--- src/sv/hsec_pkg.sv ---
`timescale 1ns / 1ps
// ----------------------------------------------------------------------------
// hsec_pkg: shared types and constants of the Hamming codec
// Codeword geometry, request and result codes, and the parity coverage masks.
// ----------------------------------------------------------------------------
package hsec_pkg;

  // Codeword width in bits (position p sits in bit p-1).
  localparam int unsigned CW_W  = 63;
  // Width of a position, a syndrome and the data-width register.
  localparam int unsigned POS_W = 6;

  typedef logic [CW_W-1:0]  word_t;
  typedef logic [POS_W-1:0] pos_t;

  typedef enum logic {
    KIND_ENCODE = 1'b0,
    KIND_DECODE = 1'b1
  } kind_t;

  typedef enum logic [1:0] {
    ST_OK        = 2'd0,
    ST_CORRECTED = 2'd1,
    ST_BEYOND    = 2'd2
  } status_t;

  // Active codeword geometry derived from the data-width register.
  typedef struct packed {
    pos_t  m;     // effective data bit count
    pos_t  n;     // codeword length
    word_t mask;  // ones at positions 1..n
  } geom_t;

  // Positions whose index has bit i set.
  function automatic word_t cover_mask(input int unsigned i);
    word_t c;
    c = '0;
    for (int unsigned k = 0; k < CW_W; k++) begin
      c[k] = 1'((k + 1) >> i);
    end
    return c;
  endfunction

  // Syndrome: XOR of the indices of all set positions, one parity tree per bit.
  function automatic pos_t syndrome(input word_t w);
    pos_t s;
    s = '0;
    for (int unsigned i = 0; i < POS_W; i++) begin
      s[i] = ^(w & cover_mask(i));
    end
    return s;
  endfunction

  // Data bit index carried at codeword bit k (position k+1, not a power of two).
  function automatic int unsigned data_slot(input int unsigned k);
    int unsigned pows;
    pows = 0;
    for (int unsigned i = 0; i < POS_W; i++) begin
      if ((1 << i) <= (k + 1)) pows++;
    end
    return k - pows;
  endfunction

  function automatic bit is_pow2(input int unsigned p);
    return (p & (p - 1)) == 0;
  endfunction

endpackage

--- src/sv/hsec_req_if.sv ---
`timescale 1ns / 1ps
// ----------------------------------------------------------------------------
// hsec_req_if: request channel of the Hamming codec
// Valid/ready channel carrying the operation kind and the input word.
// ----------------------------------------------------------------------------
interface hsec_req_if;
  import hsec_pkg::*;

  logic  valid;
  logic  ready;
  kind_t kind;
  word_t word_in;

  modport source (output valid, output kind, output word_in, input ready);
  modport sink   (input valid, input kind, input word_in, output ready);
endinterface

--- src/sv/hsec_res_if.sv ---
`timescale 1ns / 1ps
// ----------------------------------------------------------------------------
// hsec_res_if: result channel of the Hamming codec
// Valid/ready channel carrying the codeword, the syndrome and the status.
// ----------------------------------------------------------------------------
interface hsec_res_if;
  import hsec_pkg::*;

  logic    valid;
  logic    ready;
  word_t   word_out;
  pos_t    error_position;
  status_t status;

  modport source (output valid, output word_out, output error_position, output status,
                  input ready);
  modport sink   (input valid, input word_out, input error_position, input status,
                  output ready);
endinterface

--- src/sv/hsec_cfg.sv ---
`timescale 1ns / 1ps
// ----------------------------------------------------------------------------
// hsec_cfg: data-width register and codeword geometry
// Holds the data-width register and derives the effective m, n and mask.
// ----------------------------------------------------------------------------
module hsec_cfg #(
  parameter int unsigned MAX_DATA_BITS = 57
) (
  input  logic               clk,
  input  logic               rst,
  input  logic               we,
  input  hsec_pkg::pos_t     wdata,
  output hsec_pkg::geom_t    geom
);
  import hsec_pkg::*;

  localparam pos_t MAX_M = pos_t'(MAX_DATA_BITS);
  localparam pos_t RESET_M = pos_t'(4);

  pos_t data_bits;
  pos_t m_eff;
  pos_t r_cnt;

  always_ff @(posedge clk) begin
    if (rst) begin
      data_bits <= RESET_M;
    end else if (we) begin
      data_bits <= wdata;
    end
  end

  always_comb begin
    priority if (data_bits == '0) begin
      m_eff = pos_t'(1);
    end else if (data_bits > MAX_M) begin
      m_eff = MAX_M;
    end else begin
      m_eff = data_bits;
    end

    // Least r with 2^r >= m + r + 1.
    priority if (m_eff <= pos_t'(1)) begin
      r_cnt = pos_t'(2);
    end else if (m_eff <= pos_t'(4)) begin
      r_cnt = pos_t'(3);
    end else if (m_eff <= pos_t'(11)) begin
      r_cnt = pos_t'(4);
    end else if (m_eff <= pos_t'(26)) begin
      r_cnt = pos_t'(5);
    end else begin
      r_cnt = pos_t'(6);
    end

    geom.m = m_eff;
    geom.n = m_eff + r_cnt;
    for (int unsigned k = 0; k < CW_W; k++) begin
      geom.mask[k] = (POS_W'(k) < geom.n);
    end
  end

endmodule

--- src/sv/hsec_core.sv ---
`timescale 1ns / 1ps
// ----------------------------------------------------------------------------
// hsec_core: Hamming encode and check-and-correct datapath
// Combinational data spreading, parity trees and single-bit correction.
// ----------------------------------------------------------------------------
module hsec_core (
  input  hsec_pkg::kind_t   kind,
  input  hsec_pkg::word_t   word_in,
  input  hsec_pkg::geom_t   geom,
  output hsec_pkg::word_t   word_out,
  output hsec_pkg::pos_t    error_position,
  output hsec_pkg::status_t status
);
  import hsec_pkg::*;

  word_t spread;
  word_t enc_word;
  pos_t  enc_syn;
  word_t rx_word;
  pos_t  dec_syn;
  word_t flip;

  // Data bit j lands on the j-th position that is not a power of two.
  for (genvar k = 0; k < CW_W; k++) begin : g_spread
    if (is_pow2(k + 1)) begin : g_par
      assign spread[k] = 1'b0;
    end else begin : g_dat
      localparam int unsigned J = data_slot(k);
      assign spread[k] = word_in[J] & (POS_W'(J) < geom.m);
    end
  end

  always_comb begin
    enc_syn  = syndrome(spread);
    enc_word = spread;
    for (int unsigned i = 0; i < POS_W; i++) begin
      enc_word[(1 << i) - 1] = enc_syn[i];
    end

    rx_word = word_in & geom.mask;
    dec_syn = syndrome(rx_word);
    for (int unsigned k = 0; k < CW_W; k++) begin
      flip[k] = (dec_syn == POS_W'(k + 1));
    end

    unique case (kind)
      KIND_ENCODE: begin
        word_out       = enc_word & geom.mask;
        error_position = '0;
        status         = ST_OK;
      end
      KIND_DECODE: begin
        error_position = dec_syn;
        priority if (dec_syn == '0) begin
          word_out = rx_word;
          status   = ST_OK;
        end else if (dec_syn <= geom.n) begin
          word_out = (rx_word ^ flip) & geom.mask;
          status   = ST_CORRECTED;
        end else begin
          word_out = rx_word;
          status   = ST_BEYOND;
        end
      end
      default: begin
        word_out       = '0;
        error_position = '0;
        status         = ST_OK;
      end
    endcase
  end

endmodule

--- src/sv/hamming_single_error_codec.sv ---
`timescale 1ns / 1ps
// ----------------------------------------------------------------------------
// hamming_single_error_codec: single-error-correcting Hamming codec
// Encodes data words into Hamming codewords of configurable length, or checks
// a received codeword, corrects one flipped bit and reports the syndrome.
// ----------------------------------------------------------------------------
//
//   Channel    Dir   Handshake      Payload
//   req        in    valid/ready    kind, word_in
//   res        out   valid/ready    word_out, error_position, status
//   data_bits  in    write enable   data_bits_wdata (6 bits)
//
// Each request passes first through the input register and then through
// the result register. With res.ready held high a request is taken in
// every cycle; the codeword parity trees sit between the two registers.
// While a result waits on res.ready, a new request is still taken into the
// input register; only when both stages are full does req.ready drop.
// Reset (rst, synchronous) empties both stages and sets data_bits to 4,
// which gives a seven-bit codeword.
//
module hamming_single_error_codec #(
  parameter int unsigned MAX_DATA_BITS = 57
) (
  input  logic           clk,
  input  logic           rst,
  hsec_req_if.sink       req,
  hsec_res_if.source     res,
  input  logic           data_bits_we,
  input  hsec_pkg::pos_t data_bits_wdata
);
  import hsec_pkg::*;

  // Geometry follows the data-width register; the user, not the block, must
  // change it only while the block is empty, so each request sees one geometry.
  geom_t geom;

  hsec_cfg #(
    .MAX_DATA_BITS (MAX_DATA_BITS)
  ) u_cfg (
    .clk   (clk),
    .rst   (rst),
    .we    (data_bits_we),
    .wdata (data_bits_wdata),
    .geom  (geom)
  );

  // Input register stage.
  logic  in_valid;
  kind_t in_kind;
  word_t in_word;

  // Result register stage.
  logic    out_valid;
  word_t   out_word;
  pos_t    out_pos;
  status_t out_status;

  // Combinational result of the request in the input register.
  word_t   core_word;
  pos_t    core_pos;
  status_t core_status;

  logic out_load;
  logic in_load;

  // The result register takes a new value whenever it is empty or its
  // current value leaves this cycle.
  assign out_load  = !out_valid || res.ready;
  assign in_load   = !in_valid || out_load;
  assign req.ready = in_load;

  always_ff @(posedge clk) begin
    if (rst) begin
      in_valid <= 1'b0;
    end else if (in_load) begin
      in_valid <= req.valid;
    end
  end

  always_ff @(posedge clk) begin
    if (in_load && req.valid) begin
      in_kind <= req.kind;
      in_word <= req.word_in;
    end
  end

  hsec_core u_core (
    .kind           (in_kind),
    .word_in        (in_word),
    .geom           (geom),
    .word_out       (core_word),
    .error_position (core_pos),
    .status         (core_status)
  );

  always_ff @(posedge clk) begin
    if (rst) begin
      out_valid <= 1'b0;
    end else if (out_load) begin
      out_valid <= in_valid;
    end
  end

  always_ff @(posedge clk) begin
    if (out_load && in_valid) begin
      out_word   <= core_word;
      out_pos    <= core_pos;
      out_status <= core_status;
    end
  end

  assign res.valid          = out_valid;
  assign res.word_out       = out_word;
  assign res.error_position = out_pos;
  assign res.status         = out_status;

  // A clean result reports a zero syndrome, and a correction or an
  // out-of-range syndrome always reports a nonzero one.
  a_status_vs_syndrome: assert property (@(posedge clk) disable iff (rst)
    res.valid |-> ((res.status == ST_OK) == (res.error_position == '0)))
    else $error("status does not agree with the reported syndrome");

  // No codeword bit beyond the configured length ever leaves the block.
  a_word_in_length: assert property (@(posedge clk) disable iff (rst)
    res.valid |-> ((res.word_out & ~geom.mask) == '0))
    else $error("result word has bits beyond the codeword length");

  // A request held in the input register while the result stalls is kept.
  a_stall_keeps_request: assert property (@(posedge clk) disable iff (rst)
    (in_valid && !out_load) |=> in_valid)
    else $error("request dropped from the input register during a stall");

  // A correction names a position inside the codeword.
  a_correct_in_range: assert property (@(posedge clk) disable iff (rst)
    (res.valid && res.status == ST_CORRECTED) |-> (res.error_position <= geom.n))
    else $error("corrected position lies beyond the codeword length");

endmodule

--- src/flat_wrapper.sv ---
// flat-port wrapper written by rule: the top's interface ports become plain ports
module hamming_single_error_codec_flat import hsec_pkg::*;
#(
  parameter int unsigned MAX_DATA_BITS = 57
)
  (clk, rst, data_bits_we, data_bits_wdata, req_valid, req_kind, req_word_in, req_ready, res_valid, res_word_out, res_error_position, res_status, res_ready);
  hsec_req_if req_i ();
  hsec_res_if res_i ();
  input  logic clk;
  input  logic rst;
  input  logic data_bits_we;
  input  hsec_pkg::pos_t data_bits_wdata;
  input wire logic [$bits(req_i.valid)-1:0] req_valid;
  input wire logic [$bits(req_i.kind)-1:0] req_kind;
  input wire logic [$bits(req_i.word_in)-1:0] req_word_in;
  output wire logic [$bits(req_i.ready)-1:0] req_ready;
  output wire logic [$bits(res_i.valid)-1:0] res_valid;
  output wire logic [$bits(res_i.word_out)-1:0] res_word_out;
  output wire logic [$bits(res_i.error_position)-1:0] res_error_position;
  output wire logic [$bits(res_i.status)-1:0] res_status;
  input wire logic [$bits(res_i.ready)-1:0] res_ready;
  assign req_i.valid = req_valid;
  assign req_i.kind = req_kind;
  assign req_i.word_in = req_word_in;
  assign req_ready = req_i.ready;
  assign res_valid = res_i.valid;
  assign res_word_out = res_i.word_out;
  assign res_error_position = res_i.error_position;
  assign res_status = res_i.status;
  assign res_i.ready = res_ready;
  hamming_single_error_codec #(.MAX_DATA_BITS(MAX_DATA_BITS)) u_core (.clk(clk), .rst(rst), .req(req_i), .res(res_i), .data_bits_we(data_bits_we), .data_bits_wdata(data_bits_wdata));
endmodule
--- config.mk ---
export PLATFORM = sky130hd
export DESIGN_NAME = hamming_single_error_codec_flat
export DESIGN_NICKNAME = d
export VERILOG_FILES = /design/src/sv/hsec_pkg.sv /design/src/sv/hsec_req_if.sv /design/src/sv/hsec_res_if.sv /design/src/sv/hsec_cfg.sv /design/src/sv/hsec_core.sv /design/src/sv/hamming_single_error_codec.sv /design/src/flat_wrapper.sv
export SDC_FILE = /design/constraint.sdc
export NUM_CORES = 1
export LEC_CHECK = 0
export BUFFER_PORTS_ARGS = -buffer_cell sky130_fd_sc_hd__clkbuf_2
export CAP_MARGIN = 0
export CELL_PAD_IN_SITES_DETAIL_PLACEMENT = 0
export CELL_PAD_IN_SITES_GLOBAL_PLACEMENT = 1
export CORE_ASPECT_RATIO = 0.7
export CORE_MARGIN = 3
export CORE_UTILIZATION = 46
export DETAILED_ROUTE_END_ITERATION = 16
export PLACE_DENSITY = 0.92
export SYNTH_ARGS = -nofsm -noshare
export SYNTH_HDL_FRONTEND = slang
export SYNTH_SLANG_ARGS = --single-unit
export TNS_END_PERCENT = 100
--- constraint.sdc ---
create_clock -name clk -period 11.1 [get_ports clk]
set_input_delay 0.555 -clock clk [delete_from_list [all_inputs] [get_ports clk]]
set_output_delay 0.555 -clock clk [all_outputs]
set_load 0.02 [all_outputs]
# [Yosys cells after proc, flatten, opt, wreduce, memory -nomap -nowiden]
# Index checks and enable logic that the tools add are counted.
[word_totals] ff_bits=143 input_bits=75 output_inout_bits=73 word_cells=293
[classes] n_addsub=1 magnitude_cmp=126 n_eq_ne=63 mux=13 n_bitwise=62 reduce_logical=20
[op_table] cell="parity 63 bit" n=12
[op_table] cell="less-than comparator 6 bit, first input constant" n=56
[op_table] cell="== test 6 bit, second input constant" n=32
[op_table] cell="less-than comparator 5 x 6 -> 1 bit, first input constant" n=32
[op_table] cell="AND 63 bit" n=3
[op_table] cell="two-way mux 63 bit" n=2
[op_table] cell="one-hot mux 63 bit (2 select lines)" n=1
[op_table] cell="== test 6 x 5 -> 1 bit, second input constant" n=16
[op_table] cell="less-than comparator 4 x 6 -> 1 bit, first input constant" n=16
[op_table] cell="bitwise XOR 63 bit" n=1
[op_table] cell="AND 1 bit" n=57
[op_table] cell="== test 6 x 4 -> 1 bit, second input constant" n=8
[op_table] cell="less-than comparator 3 x 6 -> 1 bit, first input constant" n=8
[op_table] cell="== test 6 x 3 -> 1 bit, second input constant" n=4
[op_table] cell="less-than comparator 1 x 6 -> 1 bit, first input constant" n=4
[op_table] cell="less-than comparator 2 x 6 -> 1 bit, first input constant" n=4
[op_table] cell="== test 6 x 2 -> 1 bit, second input constant" n=2
[op_table] cell="logical NOT 6 bit" n=2
[op_table] cell="two-way mux 6 bit" n=2
[op_table] cell="one-hot mux 6 bit (2 select lines)" n=1
[op_table] cell="two-way mux 2 bit" n=4
[op_table] cell="adder 6 bit" n=1
[op_table] cell="== test 6 x 1 -> 1 bit, second input constant" n=1
[op_table] cell="greater-than comparator 6 bit, second input constant" n=1
[op_table] cell="other kinds (11)" n=15

# [Longest topological paths before layout]
# Gate-level depths: netlist (run 1).
[depth] ltp_word=18 ltp_mapped=39 depth_no_buf=32

# [Modules after synthesis]
# Synthesis (run 1) repeated with hierarchy kept, for this count alone.
[unflattened] hier_cells=1234 hier_area_um2=11209.5
[by_module_without_submodules] module="hsec_core" n_inst=1 cells_per_inst=895 area_per_inst_um2=5865.6 seq_area_each_um2=0.0
[by_module_without_submodules] module="hamming_single_error_codec" n_inst=1 cells_per_inst=145 area_per_inst_um2=4157.7 seq_area_each_um2=4093.9
[by_module_without_submodules] module="hsec_cfg" n_inst=1 cells_per_inst=194 area_per_inst_um2=1186.1 seq_area_each_um2=120.1

# [Worst setup path before layout (run 1)]
# Ideal clock, no wire load.
[synth_path] kind="register to register" startpoint="register u_core.u_cfg.data_bits[5]" endpoint="register u_core.out_word[58] (netlist: u_core.res.word_out[58]) (data pin)" setup_time_ns=0.270 arrival_ns=7.747 t_required_ns=10.830 slack_ns=3.083 path_stages_with_launch=36 n_path_buf=10 synth_period_minus_slack_ns=8.017 path_cell_list="dfxtp_1 -> buf_6 -> clkbuf_1 -> clkbuf_1 -> buf_1 -> clkbuf_1 -> clkbuf_1 -> nor2_1 -> o21ai_0 -> inv_1 -> fa_1 -> buf_2 -> buf_2 -> a21oi_1 -> nor2_1 -> buf_2 -> or4_1 -> a31oi_1 -> xor2_1 -> xnor3_1 -> xor2_1 -> xnor2_2 -> inv_1 -> buf_2 -> ha_1 -> o21a_1 -> o21ai_0 -> nand2b_1 -> a21oi_1 -> nor2b_1 -> o32ai_1 -> nand3_4 -> or4b_1 -> xnor2_1 -> a21oi_1 -> nor3_1"
[synth_via] elab_chain_cells=18 elab_cells_between_ends=94 classes_between="1 x add/sub; 70 x order compare; 1 x eq/ne; 9 x mux; 5 x bitwise; 8 x reduce/logical"
[synth_rtl] item="from (decl)" line_no="hsec_cfg.sv:20" source="pos_t data_bits;"
[synth_rtl] item="from (signal assigned)" line_no="hsec_cfg.sv:28" source="data_bits <= wdata;"
[synth_rtl] item="greater-than comparator 6 bit" line_no="hsec_cfg.sv:35" source="end else if (data_bits > MAX_M) begin"
[synth_rtl] item="two-way mux 6 bit" line_no="hsec_cfg.sv:35"
[synth_rtl] item="two-way mux 6 bit (*)" line_no="hsec_cfg.sv:33" source="priority if (data_bits == '0) begin"
[synth_rtl] item="<= comparator 6 x 5 -> 1 bit" line_no="hsec_cfg.sv:48" source="end else if (m_eff <= pos_t'(26)) begin"
[synth_rtl] item="two-way mux 2 bit" line_no="hsec_cfg.sv:48"
[synth_rtl] item="two-way mux 2 bit" line_no="hsec_cfg.sv:46" source="end else if (m_eff <= pos_t'(11)) begin"
[synth_rtl] item="two-way mux 3 bit" line_no="hsec_cfg.sv:44" source="end else if (m_eff <= pos_t'(4)) begin"
[synth_rtl] item="two-way mux 3 bit" line_no="hsec_cfg.sv:42" source="priority if (m_eff <= pos_t'(1)) begin"
[synth_rtl] item="adder 6 bit (*)" line_no="hsec_cfg.sv:55" source="geom.n = m_eff + r_cnt;"
[synth_rtl] item="less-than comparator 2 x 6 -> 1 bit, or another cell as far along" line_no="hsec_cfg.sv:57" source="geom.mask[k] = (POS_W'(k) < geom.n);"
[synth_rtl] item="AND 63 bit (*)" line_no="hsec_core.sv:40" source="rx_word = word_in & geom.mask;"
[synth_rtl] item="parity 63 bit (*)" line_no="hsec_pkg.sv:49" source="s[i] = ^(w & cover_mask(i));"
[synth_rtl] item="via u_core.u_core.dec_syn[2]" line_no="hsec_core.sv:20" source="pos_t dec_syn;"
[synth_rtl] item="parallel branches: the longest is 4 deep, another holds <= comparator 6 bit"
[synth_rtl] item="two-way mux 63 bit (*)" line_no="hsec_core.sv:54" source="priority if (dec_syn == '0) begin"
[synth_rtl] item="one-hot mux 63 bit (2 select lines) (*)" line_no="hsec_core.sv:46" source="unique case (kind)"
[synth_rtl] item="via u_core.core_word[58]" line_no="hamming_single_error_codec.sv:59" source="word_t core_word;"
[synth_rtl] item="to (signal assigned)" line_no="hamming_single_error_codec.sv:106" source="out_word <= core_word;"
[synth_rtl] item="to (decl)" line_no="hamming_single_error_codec.sv:54" source="word_t out_word;"
# Mark *: on every way through the listed nets, which the timed path passes.
# A chain may end at the register's enable or synchronous reset.

# [Worst setup path in the final report (run 1)]
[layout_path] startpoint="register u_core.u_cfg.data_bits[4]" endpoint="register u_core.out_word[49] (netlist: u_core.res.word_out[49]) (data pin)"
[layout_via] elab_chain_cells=18 elab_cells_between_ends=94 classes_between="1 x add/sub; 70 x order compare; 1 x eq/ne; 9 x mux; 5 x bitwise; 8 x reduce/logical"
[layout_rtl] item="greater-than comparator 6 bit" line_no="hsec_cfg.sv:35"
[layout_rtl] item="two-way mux 6 bit" line_no="hsec_cfg.sv:35"
[layout_rtl] item="two-way mux 6 bit (*)" line_no="hsec_cfg.sv:33"
[layout_rtl] item="parallel branches: the longest is 14 deep, another holds <= comparator 6 x 5 -> 1 bit"
[layout_rtl] item="one-hot mux 63 bit (2 select lines) (*)" line_no="hsec_core.sv:46"
[layout_rtl] item="via u_core.core_word[49]" line_no="hamming_single_error_codec.sv:59"
# Marks and branches as above.

==> impl_metrics.yaml, run 1 <==
drt:
  met2_length_um: 21670
  drtIter0Drc: 2304
  wl_um: 60110
  drtPass1Iterations: 8
  wl_met1_um: 24390
  viasPerCell: 6.889
  postRouteAntennaNets: 0
  remaining_drc_errors: 0
  maxUsedRoutingLayer: "met5"
  met3WireLength_um: 10800
  num_vias: 11970
  routedWlPerCell_um: 34.60
sta:
  setup_viol: 0
  finalCriticalPeriod_ns: 9.975
  hold_viol: 0
  fin_crit_sh_pct: 89.86
  fin_worst_skew_ns: 0.01381
  tightestPinTransition_ns: 1.369
  hold_slack_ns: 0.2576
  maxSlewHeadroom_pct: 8.016
  slew_viol_final: 0
  tns_ns: 0
  max_clock_freq_mhz: 100.3
  rsz0062_at_grt: "false"
clock_tree:
  clock_path_buffers: 2
  clk_pin_slew_ns: 0.07
  clock_sinks: 143
  root_buffer: "clkbuf_16"
  ctsHoldBuffers: 0
  ctsResizeCount: 0
  cts_tree: "yes"
  clock_latency_ns: 0.47
  cts_buffers: 17
  postCtsSetupBuffers: 0
  htreeDepth: 4
logic_synthesis:
  ys_seq_area_share_pct: 35.58
  ys_warn_count: 0
  ys.flop_type: "edfxtp_1"
  yosysUniqueCellTypes: 104
  ys_ff_latch: 143
  synthArstFlopShare_pct: 0
  synthCells: 1282
  synth_edf_count: 135
  post_synth.cell_area_avg_sq_um: 9.240
  synth.net_count: 1366
  synth.cell_area_sq_mm: 0.01185
min_path:
  hp-class: "input port to flop"
  holdPathStages: 1
die:
  core_sq_mm: 0.02498
  die_y_um: 140.3
  initial_utilization_pct: 47.41
  die_w_um: 197.8
  die-area_sq_mm: 0.02774
  rows: 48
  pin_count: 148
pwr:
  p_int_uw: 1489
  sw_frac_of_total_pct: 50.57
  p_comb_share_pct: 57.7
  power_frac_seq_pct: 23.7
  peakVddDrop_uv: 167.9
  power_leakage_uw: 0.004967
  power_density_mw_per_mm2: 224.2
  power_uw: 3013
  power_frac_clock_pct: 18.6
  p_sw_uw: 1524
grt:
  gr-total-overflow: 0
  first_global_vias: 10810
  grt_pass1_wl_um: 81570
  grt_start_max_net_pins: 74
  grt_use_total_pct: 42.40
  antenna_found_initial: 4
final_layout:
  area_growth_pct: 13.43
  drive_above_1_share_pct: 19.28
  seqCellArea_sq_mm: 0.004215
  fin_nets: 1483
  multiInputGateArea_sq_mm: 0.007112
  nFillCells: 2265
setup_path:
  endpoint_kind: "flop"
  max_stage_delay_ns: 0.99
  worst_ep_required_time_ns: 11.23
  critical_path.slowest_cell: "o21ai_0"
  cp-start-kind: "flop"
  cp_num_cells: 27
  crit_family: "compound AO/OA/AOI/OAI gates"
  ff2ff_path_depth: 27
  worstPathMaxFanout: 22
  path_buf_inv: 2
  cp_data_arrival_time_ns: 10.10
  crit_type: "flop to flop"
place:
  gp_congestion: 1.113
  port_buffers: 147
  dp_hpwl_um: 46110
flow_run:
  maxCapViolCount: 0
status:
  status: "finished, final reports clean"
## path summary, 6_finish.rpt
check / from / endpoint / slack [ns]
hold reg to reg: u_core.in_valid / u_core.res.valid / 0.53
setup / recovery: u_core.u_cfg.data_bits[4] / u_core.res.word_out[49] / 1.13
setup reg to reg: u_core.u_cfg.data_bits[4] / u_core.res.word_out[49] / 1.13
hold / removal: req_word_in[15] / u_core.in_word[15] / 0.26
## sequential cells by signal (all words and copies together), names as in the netlist
signal                     flops
u_core.res.word_out           63
u_core.res.valid               1
u_core.u_cfg.data_bits         6
u_core.in_kind                 1
u_core.in_valid                1
u_core.in_word                63
u_core.res.error_position      6
u_core.res.status              2
## worst register-to-register path, delay by kind of cell (launching register included)
| kind | cells | cell delay (ns) |
|---|---|---|
| flip-flops | 1 | 0.79 |
| XOR/XNOR | 4 | 1.52 |
| multiplexers | 2 | 0.60 |
| buffers and inverters | 2 | 0.37 |
| adder cells (fa/ha/maj) | 3 | 1.15 |
| AO/OA/AOI/OAI | 9 | 3.62 |
| AND/OR/NAND/NOR | 7 | 1.59 |
## power groups by stage
stage          Clock [uW]  Sequential [uW]  Combinational [uW]
4_1_cts               559              707                1630
6_report              559              714                1740
2_1_floorplan           0              711                1040
5_1_grt               583              712                1770
3_3_place_gp            0              718                1660
3_5_place_dp            0              718                1620
## Yosys cell counts, types with 5 or more instances
master | instances | share of area, %
edfxtp_1 | 135 | 34
xnor2_1 | 135 | 10
nor2_1 | 126 | 4.0
nand2_1 | 111 | 3.5
a21oi_1 | 80 | 3.4
o21ai_0 | 69 | 2.9
xor2_1 | 65 | 4.8
clkbuf_1 | 56 | 1.8
nand3_1 | 49 | 2.1
a211oi_1 | 31 | 2.0
mux2i_1 | 27 | 2.3
nor3_1 | 26 | 1.1
inv_1 | 24 | 0.76
o211ai_1 | 19 | 1.2
and3_1 | 17 | 0.90
buf_2 | 17 | 0.72
xnor3_1 | 16 | 3.0
and2_1 | 15 | 0.79
a31oi_1 | 14 | 0.74
nor2b_1 | 13 | 0.69
a221oi_1 | 12 | 0.89
nand2b_1 | 12 | 0.63
nand4_1 | 12 | 0.63
buf_4 | 10 | 0.63
o22ai_1 | 9 | 0.48
dfxtp_1 | 8 | 1.4
ha_1 | 8 | 0.85
o21ai_1 | 7 | 0.30
o31ai_1 | 7 | 0.44
a2111oi_0 | 6 | 0.44
a2111oi_1 | 5 | 0.42
a32oi_1 | 5 | 0.37
o21a_1 | 5 | 0.32
or3_1 | 5 | 0.26
## placed cells by master, fill, tap and decap left out, types with 7 or more instances in the layout
cell type / synthesis / layout
nor3_1: 26 / 26
inv_1: 24 / 24
clkbuf_2: 0 / 147
o21ai_1: 7 / 7
dfxtp_1: 8 / 7
o22ai_1: 9 / 9
xor2_1: 65 / 65
a211oi_1: 31 / 31
nand2b_1: 12 / 12
nor2b_1: 13 / 12
a221oi_1: 12 / 12
clkbuf_16: 0 / 17
edfxtp_1: 135 / 135
a31oi_1: 14 / 14
o21ai_0: 69 / 69
nand2_1: 111 / 111
nand4_1: 12 / 12
a21oi_1: 80 / 80
xnor3_1: 16 / 16
xnor2_1: 135 / 135
and2_1: 15 / 14
o31ai_1: 7 / 7
nand3_1: 49 / 49
and3_1: 17 / 17
buf_4: 10 / 41
mux2i_1: 27 / 27
o211ai_1: 19 / 19
nor2_1: 126 / 125
ha_1: 8 / 8
## layout make-up
| cell class | count | share of cell area, % |
|---|---|---|
| repair buffers | 188 | 7.767 |
| multi-input cells | 1020 | 52.93 |
| inverters | 29 | 0.8288 |
| clock buffers | 18 | 3.194 |
| clock inverters | 13 | 0.8568 |
| diodes | 1 | 0.01863 |
| flip-flops and latches | 143 | 31.37 |
| well taps | 325 | 3.027 |
## cell families after synthesis
kind of cell	synth area share [%]
compound gates	20.05
xor+xnor	18.91
fa+ha+maj	1.099
buf+inv	4.479
flops	35.58
mux	2.567
simple gates	17.32
## stage by stage
stage / area, sq um / utilization [%] / setup slack, ns / instances
final: 13440 / 53.78 / 1.125 / 1737
after global routing: 13440 / 53.78 / 0.9745 / 1737
after CTS: 13430 / 53.77 / 1.746 / 1736
after detailed placement: 12890 / 51.59 / 1.771 / 1705
after global placement: 12890 / 51.59 / 1.879 / 1705
after floorplan: 11850 / - / 3.083 / 1282
## per-layer routing
| metal | track usage [%] | vias to the layer above |
|---|---|---|
| met5 | 0 | - |
| met4 | 17.94 | 9 |
| met3 | 19.38 | 207 |
| met2 | 52.78 | 1175 |
| met1 | 62.04 | 5644 |
| li1 | - | 4931 |
No activity file was read; power rests on OpenSTA's default activity.
==> run 2: changes to the inputs <==
--- a/config.mk
+++ b/config.mk
@@ -11,9 +11,10 @@
 export CELL_PAD_IN_SITES_GLOBAL_PLACEMENT = 1
 export CORE_ASPECT_RATIO = 0.7
 export CORE_MARGIN = 3
-export CORE_UTILIZATION = 46
+export CORE_UTILIZATION = 41
+export CTS_CLUSTER_SIZE = 14
 export DETAILED_ROUTE_END_ITERATION = 16
-export PLACE_DENSITY = 0.92
+export PLACE_DENSITY = 0.87
 export SYNTH_ARGS = -nofsm -noshare
 export SYNTH_HDL_FRONTEND = slang
 export SYNTH_SLANG_ARGS = --single-unit
==> constraint.sdc (replaced) <==
create_clock -name clk -period 8.5 [get_ports clk]
set_input_delay 0.425 -clock clk [delete_from_list [all_inputs] [get_ports clk]]
set_output_delay 0.425 -clock clk [all_outputs]
set_load 0.02 [all_outputs]
==> run 2 against run 1 <==
Cell area is 3.8% higher. Die area rose by 12%. Highest routed layer unchanged. Largest power group unchanged. Routed wire length shrank 2.3%. Non-clock buffer count rose by 45. Setup slack worse by 0.92 ns. Combinational power up 39%. Via count up 0.43%. Sequential share of layout area shrank 1.1 points. Clock power increased by 42%. Global-route usage down 5.4 points. Sequential power rose by 30%. Hold slack got worse by 0.12 ns.
==> impl_metrics.yaml, run 2 (synthesis results as in run 1) <==
clock_tree:
  root_buffer: "clkbuf_16"
  htreeDepth: 4
  clock_sinks: 143
  cts_tree: "yes"
  clock_path_buffers: 2
  clk_pin_slew_ns: 0.07
  ctsHoldBuffers: 0
  clock_latency_ns: 0.46
  cts_buffers: 17
final_layout:
  seqCellArea_sq_mm: 0.004215
  area_growth_pct: 17.70
  drive_above_1_share_pct: 22.37
  multiInputGateArea_sq_mm: 0.007169
  stdcell_count: 1828
  final_area_sq_mm: 0.01394
  final_common_cell: "clkbuf_2"
  final_cell_mix: "clkbuf_2 (147), xnor2_1 (135), edfxtp_1 (135)"
  diodes: 0
  nFillCells: 2670
  fin_nets: 1528
die:
  initial_utilization_pct: 42.09
  die_w_um: 209.2
  die_y_um: 148.2
  die-area_sq_mm: 0.03100
  core_sq_mm: 0.02814
  rows: 51
  pin_count: 148
place:
  place_area_sq_mm: 0.01328
  dp_hpwl_um: 45670
  dp_slack_ns: -0.3597
  dp_cells: 1796
  gp_congestion: 1.116
  port_buffers: 147
drt:
  remaining_drc_errors: 0
  wl_um: 58750
  drtIter0Drc: 2284
  viasPerCell: 6.574
  postRouteAntennaNets: 0
  routedWlPerCell_um: 32.14
  num_vias: 12020
  drtPass1Iterations: 6
sta:
  setup_ws_ns: 0.2023
  hold_viol: 0
  finalCriticalPeriod_ns: 8.298
  max_clock_freq_mhz: 120.5
  maxSlewHeadroom_pct: 20.89
  fin_worst_skew_ns: 0.01820
  rsz0062_at_grt: "false"
  tightestPinTransition_ns: 1.174
  fin_crit_sh_pct: 97.62
  slew_viol_final: 0
  setup_viol: 0
setup_path:
  r2r_end: "u_core.res.word_out[61]"
  timing.critical_path.mode_cell: "nor2b_1"
  ff2ff_path_depth: 29
  cp-start-kind: "flop"
  crit_type: "flop to flop"
  critical_path.slowest_cell: "a2111oi_1"
  crit_end: "u_core.res.word_out[61]"
  critPathLaunch: "u_core.u_cfg.data_bits[1]"
  worst_ep_required_time_ns: 8.67
  max_stage_delay_ns: 0.60
  r2r_setup_slack_ns: 0.20
  cp_data_arrival_time_ns: 8.47
  worstPathMaxFanout: 22
  r2r_start: "u_core.u_cfg.data_bits[1]"
  endpoint_kind: "flop"
pwr:
  power_leakage_uw: 0.005234
  sw_frac_of_total_pct: 49.01
  p_comb_share_pct: 58.4
  power_frac_seq_pct: 22.4
  p_int_uw: 2115
  p_sw_uw: 2033
  peakVddDrop_uv: 307.2
  power_density_mw_per_mm2: 297.5
  power_uw: 4147
  power_frac_clock_pct: 19.2
grt:
  first_global_vias: 11040
  gr-total-overflow: 0
  grt_pass1_wl_um: 81230
  grt_start_max_net_pins: 91
  grt_use_total_pct: 37.04
  antenna_found_initial: 3
min_path:
  min_from: "req_word_in[41]"
  hp-class: "input port to flop"
flow_run:
  maxCapViolCount: 0
status:
  status: "finished, final reports clean"
[run 2: how the worst min path moves through the flow]
stage / cells past startpoint / to / slack [ns]
after global routing: 1 / u_core.in_word[19] / 0.13
final: 1 / u_core.in_word[41] / 0.14
after floorplan: 2 / u_core.res.valid / 0.48
after global placement: 2 / u_core.res.valid / 0.51
after CTS: 1 / u_core.in_word[19] / 0.12
after detailed placement: 2 / u_core.res.valid / 0.51
[run 2: final cells by class]
class                      instances  share of cell area, %
multi-input combinational       1020                  51.42
sequential                       143                  30.23
timing repair buffer             233                  9.908
tap                              371                  3.329
clock buffer                      17                  3.051
clock inverter                    15                  1.256
inverter                          29                 0.7987
[run 2: what timing repair did]
item / in CTS / in global routing
endpoints found under the setup margin: 2 / 25
buffers inserted: 0 / 0
resized for setup: 2 / 8
[run 2: per-stage QoR]
stage	utilization [%]	TNS (ns)	hold WS [ns]
2_1_floorplan	-	0	0.4778
3_3_place_gp	47.21	-0.2056	0.5061
3_5_place_dp	47.21	-0.3819	0.5115
4_1_cts	49.36	0	0.1230
5_1_grt	49.54	0	0.1267
6_report	49.54	0	0.1385
[run 2: power by group through the flow]
| stage | Clock (uW) | Combinational (uW) | Sequential (uW) |
|---|---|---|---|
| finish | 795 | 2420 | 930 |
| global route | 834 | 2490 | 928 |
| CTS | 802 | 2290 | 921 |
| detailed placement | 0 | 2270 | 935 |
| global placement | 0 | 2280 | 935 |
| floorplan | 0 | 1360 | 929 |
[run 2: worst max-delay path, delay by kind of cell, from the launching register on]
family                     cells  cell delay [ns]
AOI/OAI and AO/OA             11             2.86
and+or+nand+nor                7             1.62
xor gates and xnor gates       4             1.26
adders and majority gates      3             1.06
buffers and inverters          4             0.78
DFF                            1             0.41
[run 2: metal layers]
metal / vias up / wire (um) / global-route usage [%]
li1: 5032 / - / -
met1: 5710 / 23810 / 53.44
met2: 1093 / 21750 / 47.27
met3: 178 / 10300 / 17.01
met4: 4 / 2868 / 14.69
met5: - / 31 / 0
